**config.mk**
```make
export PLATFORM = sky130hd
export DESIGN_NAME = ccm_div
export DESIGN_NICKNAME = d
export VERILOG_FILES = /design/src/rtl/ccm_pkg.sv /design/src/rtl/ccm_div.sv
export SDC_FILE = /design/constraint.sdc
export NUM_CORES = 1
export LEC_CHECK = 0
export ABC_AREA = 1
export BUFFER_PORTS_ARGS = -buffer_cell sky130_fd_sc_hd__clkbuf_2
export CAP_MARGIN = 20
export CORE_MARGIN = 10
export CORE_UTILIZATION = 41
export CTS_CLUSTER_DIAMETER = 30
export CTS_CLUSTER_SIZE = 14
export DETAILED_ROUTE_END_ITERATION = 6
export GPL_TIMING_DRIVEN = 0
export PLACE_DENSITY = 0.56
export SKIP_CTS_REPAIR_TIMING = 1
export SLEW_MARGIN = 20
export SYNTH_ARGS = -nofsm -noshare
export SYNTH_HDL_FRONTEND = slang
export SYNTH_SLANG_ARGS = --single-unit
```
**constraint.sdc**
```tcl
create_clock -name clk -period 15.1 [get_ports clk]
set_input_delay 3.02 -clock clk [delete_from_list [all_inputs] [get_ports clk]]
set_output_delay 3.02 -clock clk [all_outputs]
set_load 0.02 [all_outputs]
```
**src/rtl/ccm_pkg.sv**
```systemverilog
`default_nettype none

package ccm_pkg;

  // widths of the stream fields
  localparam int unsigned POWER_W    = 3;
  localparam int unsigned OFFSET_W   = 32;
  localparam int unsigned SIZE_W     = 31;
  localparam int unsigned MOMENT_W   = 32;
  localparam int unsigned WORD_W     = 64;
  localparam int unsigned IN_TDATA_W = 112;   // 105 bits of fields, padded to 14 bytes
  localparam int unsigned CFG_IDX_W  = 2;

  // defaults for the top-level parameters
  localparam int unsigned MAX_DEGREE_DEF = 4;
  localparam int unsigned DIV_W_DEF      = 7; // holds (MAX_DEGREE_DEF+1)^3

  // Q16.16 one and the 64-bit signed ends
  localparam logic [WORD_W-1:0] Q_ONE    = 64'h0000_0000_0001_0000;
  localparam logic [WORD_W-1:0] WORD_MAX = 64'h7FFF_FFFF_FFFF_FFFF;
  localparam logic [WORD_W-1:0] WORD_MIN = 64'h8000_0000_0000_0000;

  // configuration register indexes
  localparam logic [CFG_IDX_W-1:0] REG_CELL_SIZE_X = 2'd0;
  localparam logic [CFG_IDX_W-1:0] REG_CELL_SIZE_Y = 2'd1;
  localparam logic [CFG_IDX_W-1:0] REG_CELL_SIZE_Z = 2'd2;

  // status from an arithmetic unit: done pulses, clip holds until next run
  typedef struct packed {
    logic done;
    logic clip;
  } stat_t;

endpackage

`default_nettype wire

```
**src/rtl/ccm_div.sv**
```systemverilog
`default_nettype none

// Signed 64-bit by small unsigned divisor, rounded half away from zero,
// restoring one bit a cycle, quotient saturated to signed 32 bits.
module ccm_div import ccm_pkg::*; #(
  parameter int unsigned DIV_W = DIV_W_DEF
) (
  input  logic                     clk,
  input  logic                     rst,
  input  logic                     start,
  input  logic signed [WORD_W-1:0] dividend,
  input  logic [DIV_W-1:0]         divisor,
  output logic [MOMENT_W-1:0]      quot,
  output stat_t                    stat
);

  typedef enum logic [1:0] {D_IDLE, D_RND, D_RUN, D_FIN} dstate_t;

  dstate_t           state;
  logic [WORD_W-1:0] num;        // numerator, becomes the quotient
  logic [DIV_W-1:0]  dvs;
  logic [DIV_W-1:0]  rem;
  logic              neg;
  logic [5:0]        cnt;

  logic [DIV_W:0]    trial;
  logic              qbit;
  logic [DIV_W:0]    trial_sub;

  always_comb begin
    trial     = {rem, num[WORD_W-1]};
    trial_sub = trial - {1'b0, dvs};
    qbit      = (trial >= {1'b0, dvs});
  end

  always_ff @(posedge clk) begin
    stat.done <= !rst && (state == D_FIN);
    if (rst) begin
      state <= D_IDLE;
    end else begin
      case (state)
        D_IDLE: begin
          if (start) begin
            num   <= dividend[WORD_W-1] ? WORD_W'(-dividend) : dividend;
            neg   <= dividend[WORD_W-1];
            dvs   <= divisor;
            rem   <= '0;
            cnt   <= 6'd0;
            state <= D_RND;
          end
        end
        D_RND: begin
          num   <= num + WORD_W'(dvs >> 1);
          state <= D_RUN;
        end
        D_RUN: begin
          rem <= qbit ? DIV_W'(trial_sub) : DIV_W'(trial);
          num <= {num[WORD_W-2:0], qbit};
          if (cnt == 6'd63) state <= D_FIN;
          cnt <= cnt + 6'd1;
        end
        D_FIN: begin
          if (neg) begin
            stat.clip <= (num > 64'h8000_0000);
            quot      <= (num > 64'h8000_0000) ? 32'h8000_0000 : MOMENT_W'(-num);
          end else begin
            stat.clip <= (num > 64'h7FFF_FFFF);
            quot      <= (num > 64'h7FFF_FFFF) ? 32'h7FFF_FFFF : num[MOMENT_W-1:0];
          end
          state <= D_IDLE;
        end
        default: state <= D_IDLE;
      endcase
    end
  end

endmodule

`default_nettype wire

```
==> key figures <==
Global routing
  • First-pass GRT wire length: roughly 77000 um
  • Largest net degree at the start of global routing: 32
  • Grt ovf: 0
  • Vias in the first global route: 12556
  • Initial antenna violation count: 1
  • All-Layer GR Usage: 28.3%

STA
  • Hold Violations, Final: 0
  • Worst Max-Slew Pin Slew: roughly 0.98 ns
  • Fmax: 0.206 GHz
  • RSZ-0062 raised after global routing: no
  • Final Skew: 0.00975 ns
  • Worst slew margin: 34.5%
  • Final Max Tran Viols: 0
  • Final setup fails: 0
  • Min Hold Slack: 0.580 ns
  • Fin crit period: 4.85 ns
  • Final worst-path cycle share: 32.1%
  • Setup TNS Final: 0 ns

Detailed routing
  • Routed length per instance: 21.5 um
  • Total Wirelength: 51600 um
  • DR vias: 13277
  • DRT Pass-1 Iters: 6
  • DRC: 0
  • Vias per cell: 5.53
  • DRT antenna net count: 0
  • DRT iter0 DRCs: 1279

Synthesis
  • Post-synth ARST share: 0%
  • Post-Syn Instances: ~1900
  • Post-synthesis register bit count: between 100 and 150
  • Syn_area_per_cell: 6.27 um^2
  • Synth Flop Type: edfxtp_1
  • Synth Warn #: 0
  • Syn_nets: 1974
  • Sequential fraction of the synthesis area: 30.6%
  • Cell area after synthesis: 11800 um^2
  • Distinct cell type count after synthesis: 50
  • EDFF count, synth: 118

Min path
  • Hold Path Origin: state[0]$_SDFFE_PP0P_
  • Hold-critical path depth: 2
  • Hold Path Class: reg2reg
  • Endpoint, Worst Hold: state[0]$_SDFFE_PP0P_

Finish
  • Most frequent cells in the layout: nand2_1, nor2_1, inv_1
  • Fin nets: 2104
  • Diode count: 0
  • Most common cell after layout, fill and taps aside: nand2_1
  • Post-route cell area: 13500 um^2
  • Area added between synthesis and finish: 14.4%
  • Fraction of layout cells with a size suffix above 1: around 11%

Floorplanning
  • Io pins: 108
  • DIE HEIGHT: 189 um
  • Die X: ~190 um
  • Die ar.: 35900 um^2
  • Initial Util: 41.9%
  • CORE AREA: 28100 um^2
  • Row cnt: 61

Clock tree
  • CTS H-Tree Depth: 4
  • Clock transition at the registers of the reported paths: 0.06 ns
  • CTS max path bufs: 2
  • Sink Count: between 100 and 150
  • Clock Root Buffer: clkbuf_16
  • Worst-skew pair later-pin latency: 0.44 ns
  • Number of CTS-inserted buffers: 17
  • CTS tree: done

Setup path
  • Reg2reg end: num[11]$_DFFE_PP_
  • CP Class: in2reg
  • Required @ worst endpoint: 15.28 ns
  • CP peak stage delay: 0.30 ns
  • Slowest CP cell: nand4_1
  • R2R setup slack: 11.83 ns
  • Setup crit end kind: flip-flop
  • CP cell instances: clkbuf_2, inv_1, ha_1, nand3_1, nor2_1, nand4_1, nor2_1, nand3_1, nand2_1, nand2_1, nand3_1, nand2_1
  • WP data arrival: 5.03 ns
  • Worst r2r path cells: 9
  • CP max FO: 4
  • Crit start category: input port
  • RR Startpoint: state[0]$_SDFFE_PP0P_

Power and ir drop
  • Leak Pwr: 5.86 nW
  • Max VDD drop: 0.0884 mV
  • PD cells: 176 nW/um^2

Placement
  • Final RePlAce weighted congestion: 1.06
  • Post-DP HPWL: approximately 42000 um
  • Area after DPL: 12900 um^2
  • Port Buffers: 107

Job
  • Max cap viols: 0

Status
  • Status: completed
[per-stage QoR]
step / power [mW] / worst slack, ns / utilization [%] / instances
final: 2.37 / 10.25 / 48.0 / 2399
after global routing: 2.50 / 10.04 / 48.0 / 2399
after global placement: 1.91 / 6.38 / 45.5 / 2363
after detailed placement: 1.93 / 9.79 / 46.0 / 2367
after floorplan: 1.42 / 8.30 / - / 1878
after CTS: 2.33 / 10.25 / 47.9 / 2399
[flip-flops by register name, indices dropped and copies added, names as in the netlist]
name   count
neg        1
state      2
quot      32
stat       2
dvs        7
cnt        6
num       64
rem        7
[per-layer routing]
metal  vias to the layer above  track usage, %  part of all wire [%]
met5                         -               0                 0.014
met1                      6109            37.4                    44
met2                       640            44.9                    45
met3                        95            4.87                   8.2
li1                       6431               -                     -
met4                         2            10.8                   3.6
[cell usage after synthesis (all sizes together) (2+ instances only)]
cell type | n | area share, %
nand2 | 562 | 18
nor2 | 264 | 8.9
inv | 232 | 7.4
nand3 | 220 | 9.4
o21ai | 122 | 5.3
edfxtp | 118 | 30
a21oi | 81 | 3.4
nand4 | 51 | 2.8
xor2 | 41 | 3.0
buf | 35 | 1.8
clkbuf | 32 | 1.0
nor3 | 26 | 1.4
ha | 20 | 2.1
nand3b | 16 | 1.0
nor4 | 8 | 0.42
o211ai | 6 | 0.38
xnor2 | 6 | 0.45
a22oi | 4 | 0.25
a32oi | 4 | 0.30
and2 | 4 | 0.21
clkinv | 3 | 0.096
dfxtp | 3 | 0.51
o21bai | 3 | 0.19
or2 | 3 | 0.16
fa | 2 | 0.34
o22ai | 2 | 0.11
or3 | 2 | 0.11
[where the power goes]
group          leakage [nW]  internal [mW]  switching [mW]
clock                 0.255          0.225           0.169
sequential             1.13          0.544           0.143
combinational          4.47          0.356           0.934
[worst max path at each step]
stage,slack (ns),cells past startpoint,endpoint,from
3_5_place_dp,9.79,10,num[20]$_DFFE_PP_,dividend[0]
2_1_floorplan,8.30,4,num[0]$_DFFE_PP_,start
3_3_place_gp,6.38,5,num[24]$_DFFE_PP_,start
5_1_grt,10.04,10,num[20]$_DFFE_PP_,dividend[0]
4_1_cts,10.25,10,num[20]$_DFFE_PP_,dividend[0]
6_report,10.25,12,num[54]$_DFFE_PP_,dividend[0]
[worst max-delay path: cells and delay by family]
kind	cells	cell delay, ns
buffers and inverters	2	0.25
AND/OR/NAND/NOR	9	1.49
adder cells (fa/ha/maj)	1	0.26
[final cells by class]
cell class	count	area [um^2]
buffer	67	330
clock buffer	17	425
clock inverter	15	128
fill	3085	14600
inverter	235	882
multi-input combinational	1455	6990
sequential	121	3600
tap	378	473
timing repair buffer	111	638
[kinds of logic after synthesis]
| logic type | share of synthesized area [%] |
|---|---|
| AO/OA/AOI/OAI | 10.4 |
| XOR/XNOR | 3.49 |
| adder cells (fa/ha/maj) | 2.46 |
| buffers and inverters | 10.3 |
| flip-flops | 30.6 |
| AND/OR/NAND/NOR | 42.7 |
(Power assumes the default switching activity.)
