===== src/rtl/ccm_pkg.sv =====
`default_nettype none

package ccm_pkg;

  // widths of the stream fields
  localparam int unsigned POWER_W    = 3;
  localparam int unsigned OFFSET_W   = 32;
  localparam int unsigned SIZE_W     = 31;
  localparam int unsigned MOMENT_W   = 32;
  localparam int unsigned WORD_W     = 64;
  localparam int unsigned IN_TDATA_W = 112;   // 105 bits of fields, padded to 14 bytes
  localparam int unsigned CFG_IDX_W  = 2;

  // defaults for the top-level parameters
  localparam int unsigned MAX_DEGREE_DEF = 4;
  localparam int unsigned DIV_W_DEF      = 7; // holds (MAX_DEGREE_DEF+1)^3

  // Q16.16 one and the 64-bit signed ends
  localparam logic [WORD_W-1:0] Q_ONE    = 64'h0000_0000_0001_0000;
  localparam logic [WORD_W-1:0] WORD_MAX = 64'h7FFF_FFFF_FFFF_FFFF;
  localparam logic [WORD_W-1:0] WORD_MIN = 64'h8000_0000_0000_0000;

  // configuration register indexes
  localparam logic [CFG_IDX_W-1:0] REG_CELL_SIZE_X = 2'd0;
  localparam logic [CFG_IDX_W-1:0] REG_CELL_SIZE_Y = 2'd1;
  localparam logic [CFG_IDX_W-1:0] REG_CELL_SIZE_Z = 2'd2;

  // status from an arithmetic unit: done pulses, clip holds until next run
  typedef struct packed {
    logic done;
    logic clip;
  } stat_t;

endpackage

`default_nettype wire


===== src/rtl/ccm_mul.sv =====
`default_nettype none

// Q16.16 x Q16.16 -> Q16.16 on 64-bit words, one 32x32 partial product a cycle.
// Magnitude rounded half away from zero, saturated to signed 64 bits.
module ccm_mul import ccm_pkg::*; (
  input  logic                     clk,
  input  logic                     rst,
  input  logic                     start,
  input  logic signed [WORD_W-1:0] op_a,
  input  logic signed [WORD_W-1:0] op_b,
  output logic signed [WORD_W-1:0] product,
  output stat_t                    stat
);

  typedef enum logic [1:0] {M_IDLE, M_RUN, M_FIN} mstate_t;

  mstate_t             state;
  logic [WORD_W-1:0]   mag_a;
  logic [WORD_W-1:0]   mag_b;
  logic                neg;
  logic [2*WORD_W-1:0] acc;
  logic [WORD_W-1:0]   pp;
  logic [1:0]          pp_sh;
  logic [2:0]          cnt;

  logic [31:0]         mul_x;
  logic [31:0]         mul_y;
  logic [1:0]          sh_next;
  logic [2*WORD_W-1:0] pp_wide;
  logic [WORD_W-1:0]   rlo;
  logic                over;

  always_comb begin
    case (cnt[1:0])
      2'd0: begin
        mul_x = mag_a[31:0];  mul_y = mag_b[31:0];  sh_next = 2'd0;
      end
      2'd1: begin
        mul_x = mag_a[31:0];  mul_y = mag_b[63:32]; sh_next = 2'd1;
      end
      2'd2: begin
        mul_x = mag_a[63:32]; mul_y = mag_b[31:0];  sh_next = 2'd1;
      end
      default: begin
        mul_x = mag_a[63:32]; mul_y = mag_b[63:32]; sh_next = 2'd2;
      end
    endcase
    case (pp_sh)
      2'd0:    pp_wide = {64'd0, pp};
      2'd1:    pp_wide = {32'd0, pp, 32'd0};
      default: pp_wide = {pp, 64'd0};
    endcase
    rlo  = acc[79:16];
    over = (acc[127:80] != 48'd0) || (rlo > (neg ? WORD_MIN : WORD_MAX));
  end

  always_ff @(posedge clk) begin
    stat.done <= !rst && (state == M_FIN);
    if (rst) begin
      state <= M_IDLE;
    end else begin
      case (state)
        M_IDLE: begin
          if (start) begin
            mag_a <= op_a[WORD_W-1] ? WORD_W'(-op_a) : op_a;
            mag_b <= op_b[WORD_W-1] ? WORD_W'(-op_b) : op_b;
            neg   <= op_a[WORD_W-1] ^ op_b[WORD_W-1];
            acc   <= 128'h8000;     // rounding half folded in up front
            cnt   <= 3'd0;
            state <= M_RUN;
          end
        end
        M_RUN: begin
          if (cnt != 3'd4) begin
            pp    <= WORD_W'(mul_x) * WORD_W'(mul_y);
            pp_sh <= sh_next;
          end
          if (cnt != 3'd0) acc <= acc + pp_wide;
          if (cnt == 3'd4) state <= M_FIN;
          cnt <= cnt + 3'd1;
        end
        M_FIN: begin
          if (over) begin
            product <= neg ? WORD_MIN : WORD_MAX;
          end else begin
            product <= neg ? WORD_W'(-rlo) : rlo;
          end
          stat.clip <= over;
          state     <= M_IDLE;
        end
        default: state <= M_IDLE;
      endcase
    end
  end

endmodule

`default_nettype wire


===== config.mk =====
export PLATFORM = sky130hd
export DESIGN_NAME = ccm_mul
export DESIGN_NICKNAME = d
export VERILOG_FILES = /design/src/rtl/ccm_pkg.sv /design/src/rtl/ccm_mul.sv
export SDC_FILE = /design/constraint.sdc
export NUM_CORES = 2
export LEC_CHECK = 0
export BUFFER_PORTS_ARGS = -buffer_cell sky130_fd_sc_hd__buf_2
export CAP_MARGIN = 20
export CORE_MARGIN = 3
export CORE_UTILIZATION = 60
export CTS_BUF_LIST = sky130_fd_sc_hd__clkbuf_2
export CTS_CLUSTER_SIZE = 30
export DETAILED_ROUTE_END_ITERATION = 6
export GPL_ROUTABILITY_DRIVEN = 0
export HOLD_SLACK_MARGIN = 0.06
export PLACE_DENSITY = 0.77
export RECOVER_POWER = 100
export SLEW_MARGIN = 20
export SYNTH_ARGS = -nofsm -noshare
export SYNTH_HDL_FRONTEND = slang
export SYNTH_SLANG_ARGS = --single-unit
export TNS_END_PERCENT = 10

===== constraint.sdc =====
create_clock -name clk -period 25.1 [get_ports clk]
set_clock_uncertainty 0.2 [all_clocks]
set_input_delay 3.765 -clock clk [delete_from_list [all_inputs] [get_ports clk]]
set_output_delay 3.765 -clock clk [all_outputs]
set_load 0.02 [all_outputs]

==> results_dict.tcl <==
set metrics [dict create \
    fin_crit_ps 14380 \
    maxSlewHeadroom_pct -191 \
    min_path_type "reg2reg" \
    die_y_um 326 \
    crit_top_cell "fa_1" \
    netlist_area_sq_um 61400 \
    finalCritPeriodShare_pct 57.3 \
    synth_edf_count 391 \
    rsz0062_at_grt "false" \
    synth_cells 6795 \
    final_cells 8312 \
    layout_common_cells "949 x nor2_1, 915 x inv_1, 897 x fa_1" \
    dr.pass1.iters 6 \
    synth_area_leader_cell "fa_1" \
    crit_type "reg2reg" \
    tns_ps 0 \
    async_reset_ff_share_pct 0 \
    clk_latency_ps 1440 \
    drt-total-wl_um 197000 \
    postPlaceCellArea_sq_um 63800 \
    vias_per_cell 6.31 \
    fmax_ghz 0.0695 \
    r2r_start "cnt[0]" \
    wire_per_inst_um 23.7 \
    track_usage_pct 37.0 \
    cts_tree "done" \
    cts-buffers-inserted 106 \
    setup_viol 0 \
    status "finished with violations" \
    grt_pass1_vias 53100 \
    core_area_sq_um 101000 \
    cp_max_fo 58 \
    setup.worst_path.end_class "flop" \
    hold_start "cnt[0]" \
    hold_depth 1 \
    r2r-end "pp[61]" \
    portBuffers 196 \
    max_cap_viol_count 17 \
    yosysWarnings 0 \
    slowest_delay_ps 3040 \
    start_util_pct 60.9 \
    hold_viol 0 \
    postCtsResizedCells 0 \
    worst_ep_arrival_time_ps 15180 \
    n_fill_cell 8366 \
    cts_htree_levels 3 \
    worstMarginPinSlew_ps 4360 \
    cp-start-kind "flop" \
    ctsHoldBuffers 0 \
    die_x_um 326 \
    final_nets 8346 \
    synth_top_cell_area_share_pct 29.2 \
    drive_gt1_share_pct 7.17 \
    drc 0 \
    hpwl_um 154000 \
    drt-initial-drc-count 5780 \
    required_ps 25900 \
    areaGrowthSynthToFinish_pct 5.32 \
    clock_path_buffers 3 \
    postCtsSetupBuffers 0 \
    antenna_found_initial 10 \
    holdPathEnd "cnt[0]" \
    regToRegSetupSlack_ps 10720 \
    die_area_sq_um 106000 \
    path_clk_slew_ps 120 \
    cts-root-buf "clkbuf_2" \
    grt_max_degree 93 \
    grt_pass1_wl_um 302000 \
    mostFrequentLayoutCell "nor2_1" \
    worst_slack_ps 10720 \
    syn_avg_cell_area_sq_um 9.04 \
    violations "max-capacitance violations, max-slew violations" \
    r2r_cells 31 \
    antenna_left 0 \
    synth_top_flop_cell "edfxtp_1" \
    synth_area_leaders "fa_1 29%, edfxtp_1 19%, ha_1 9.4%" \
    rows 116 \
    synthesis.nets 8284 \
    dp_worst_setup_slack_ps 14430 \
    ys_seq_area_share_pct 19.2 \
    gr-total-overflow 0 \
    slew_viol_final 950 \
    slowest_stage "clkbuf_1" \
    vias 52400 \
    pin_count 197 \
    design_area_sq_um 64700 \
    synth_cell_types 83 \
    synth_seq_cells 394 \
    cts.sinks 394 \
    place_inst 8106 \
]
Yosys cell counts (17+ instances only):
library cell	number
inv_1	915
nand2_1	677
o21bai_1	46
mux2_2	61
and2_1	83
a21oi_1	340
fa_1	897
nand4_1	106
xnor2_1	218
or2_2	19
xor2_1	86
nand3_1	49
and3_1	20
o21a_1	50
clkbuf_1	314
o31ai_1	48
nand2b_1	56
a22o_1	32
o21ai_0	253
a21o_1	146
or3_1	35
nor2_1	951
nor4_1	45
nor2b_1	32
nor3_1	95
edfxtp_1	391
or4_1	25
o211ai_1	17
a31oi_1	27
o41ai_1	22
mux2i_1	100
ha_1	461
stage by stage:
stage	hold WS (ps)	utilization, %
after global routing	460	64.1
final	444	64.1
after global placement	417	63.2
after detailed placement	423	63.3
after CTS	439	64.4
after floorplan	380	-
routing by layer:
layer,track usage [%],up-vias,part of all wire (%)
met2,56.1,3560,43
met5,0,-,0.021
met4,24.5,6,8.7
met1,45.6,25200,35
met3,12.0,1003,13
li1,-,22600,-
state kept, by name, indices dropped and copies added, names as in the netlist:
name,cells
acc,128
cnt,3
mag_a,64
mag_b,64
neg,1
pp,64
pp_sh,2
product,64
stat,2
state,2
critical path: cells and delay by family, from the launching register on:
| kind | cells | cell delay, ps |
|---|---|---|
| AO/OA/AOI/OAI | 9 | 3530 |
| buffers and inverters | 7 | 4320 |
| AND/OR/NAND/NOR | 3 | 350 |
| multiplexers | 1 | 360 |
| flip-flops | 1 | 420 |
| adder cells (fa/ha/maj) | 10 | 4710 |
| XOR/XNOR | 1 | 110 |
cells by family after synthesis:
logic type | Yosys count | synth area share [%]
buffers and inverters | 1242 | 7.60
AND/OR/NAND/NOR | 2232 | 16.1
multiplexers | 161 | 2.75
XOR/XNOR | 304 | 4.33
adder cells (fa/ha/maj) | 1358 | 38.6
flip-flops | 394 | 19.2
AO/OA/AOI/OAI | 1104 | 11.4
how the worst max path moves through the flow:
stage	startpoint	end	slack (ps)
floorplan	rst	state[0]	6490
finish	cnt[0]	pp[61]	10720
detailed placement	cnt[0]	pp[61]	14430
global route	cnt[0]	pp[61]	10130
global placement	cnt[0]	pp[61]	14580
CTS	cnt[0]	pp[61]	14220
area by class of cell:
type                            instances  area, sq um  share of cell area (%)
Multi-Input combinational cell       5159        45200                    69.8
Sequential cell                       394        11800                    18.2
Inverter                              915         3430                    5.31
Tap cell                             1357         1700                    2.62
Timing Repair Buffer                  281         1470                    2.27
Clock buffer                          138          691                    1.07
Clock inverter                         56          423                   0.654
Antenna cell                           12         30.0                  0.0464
Power is not shown: default switching activity piles up to over one toggle a cycle in this logic, so the estimate is an artifact.
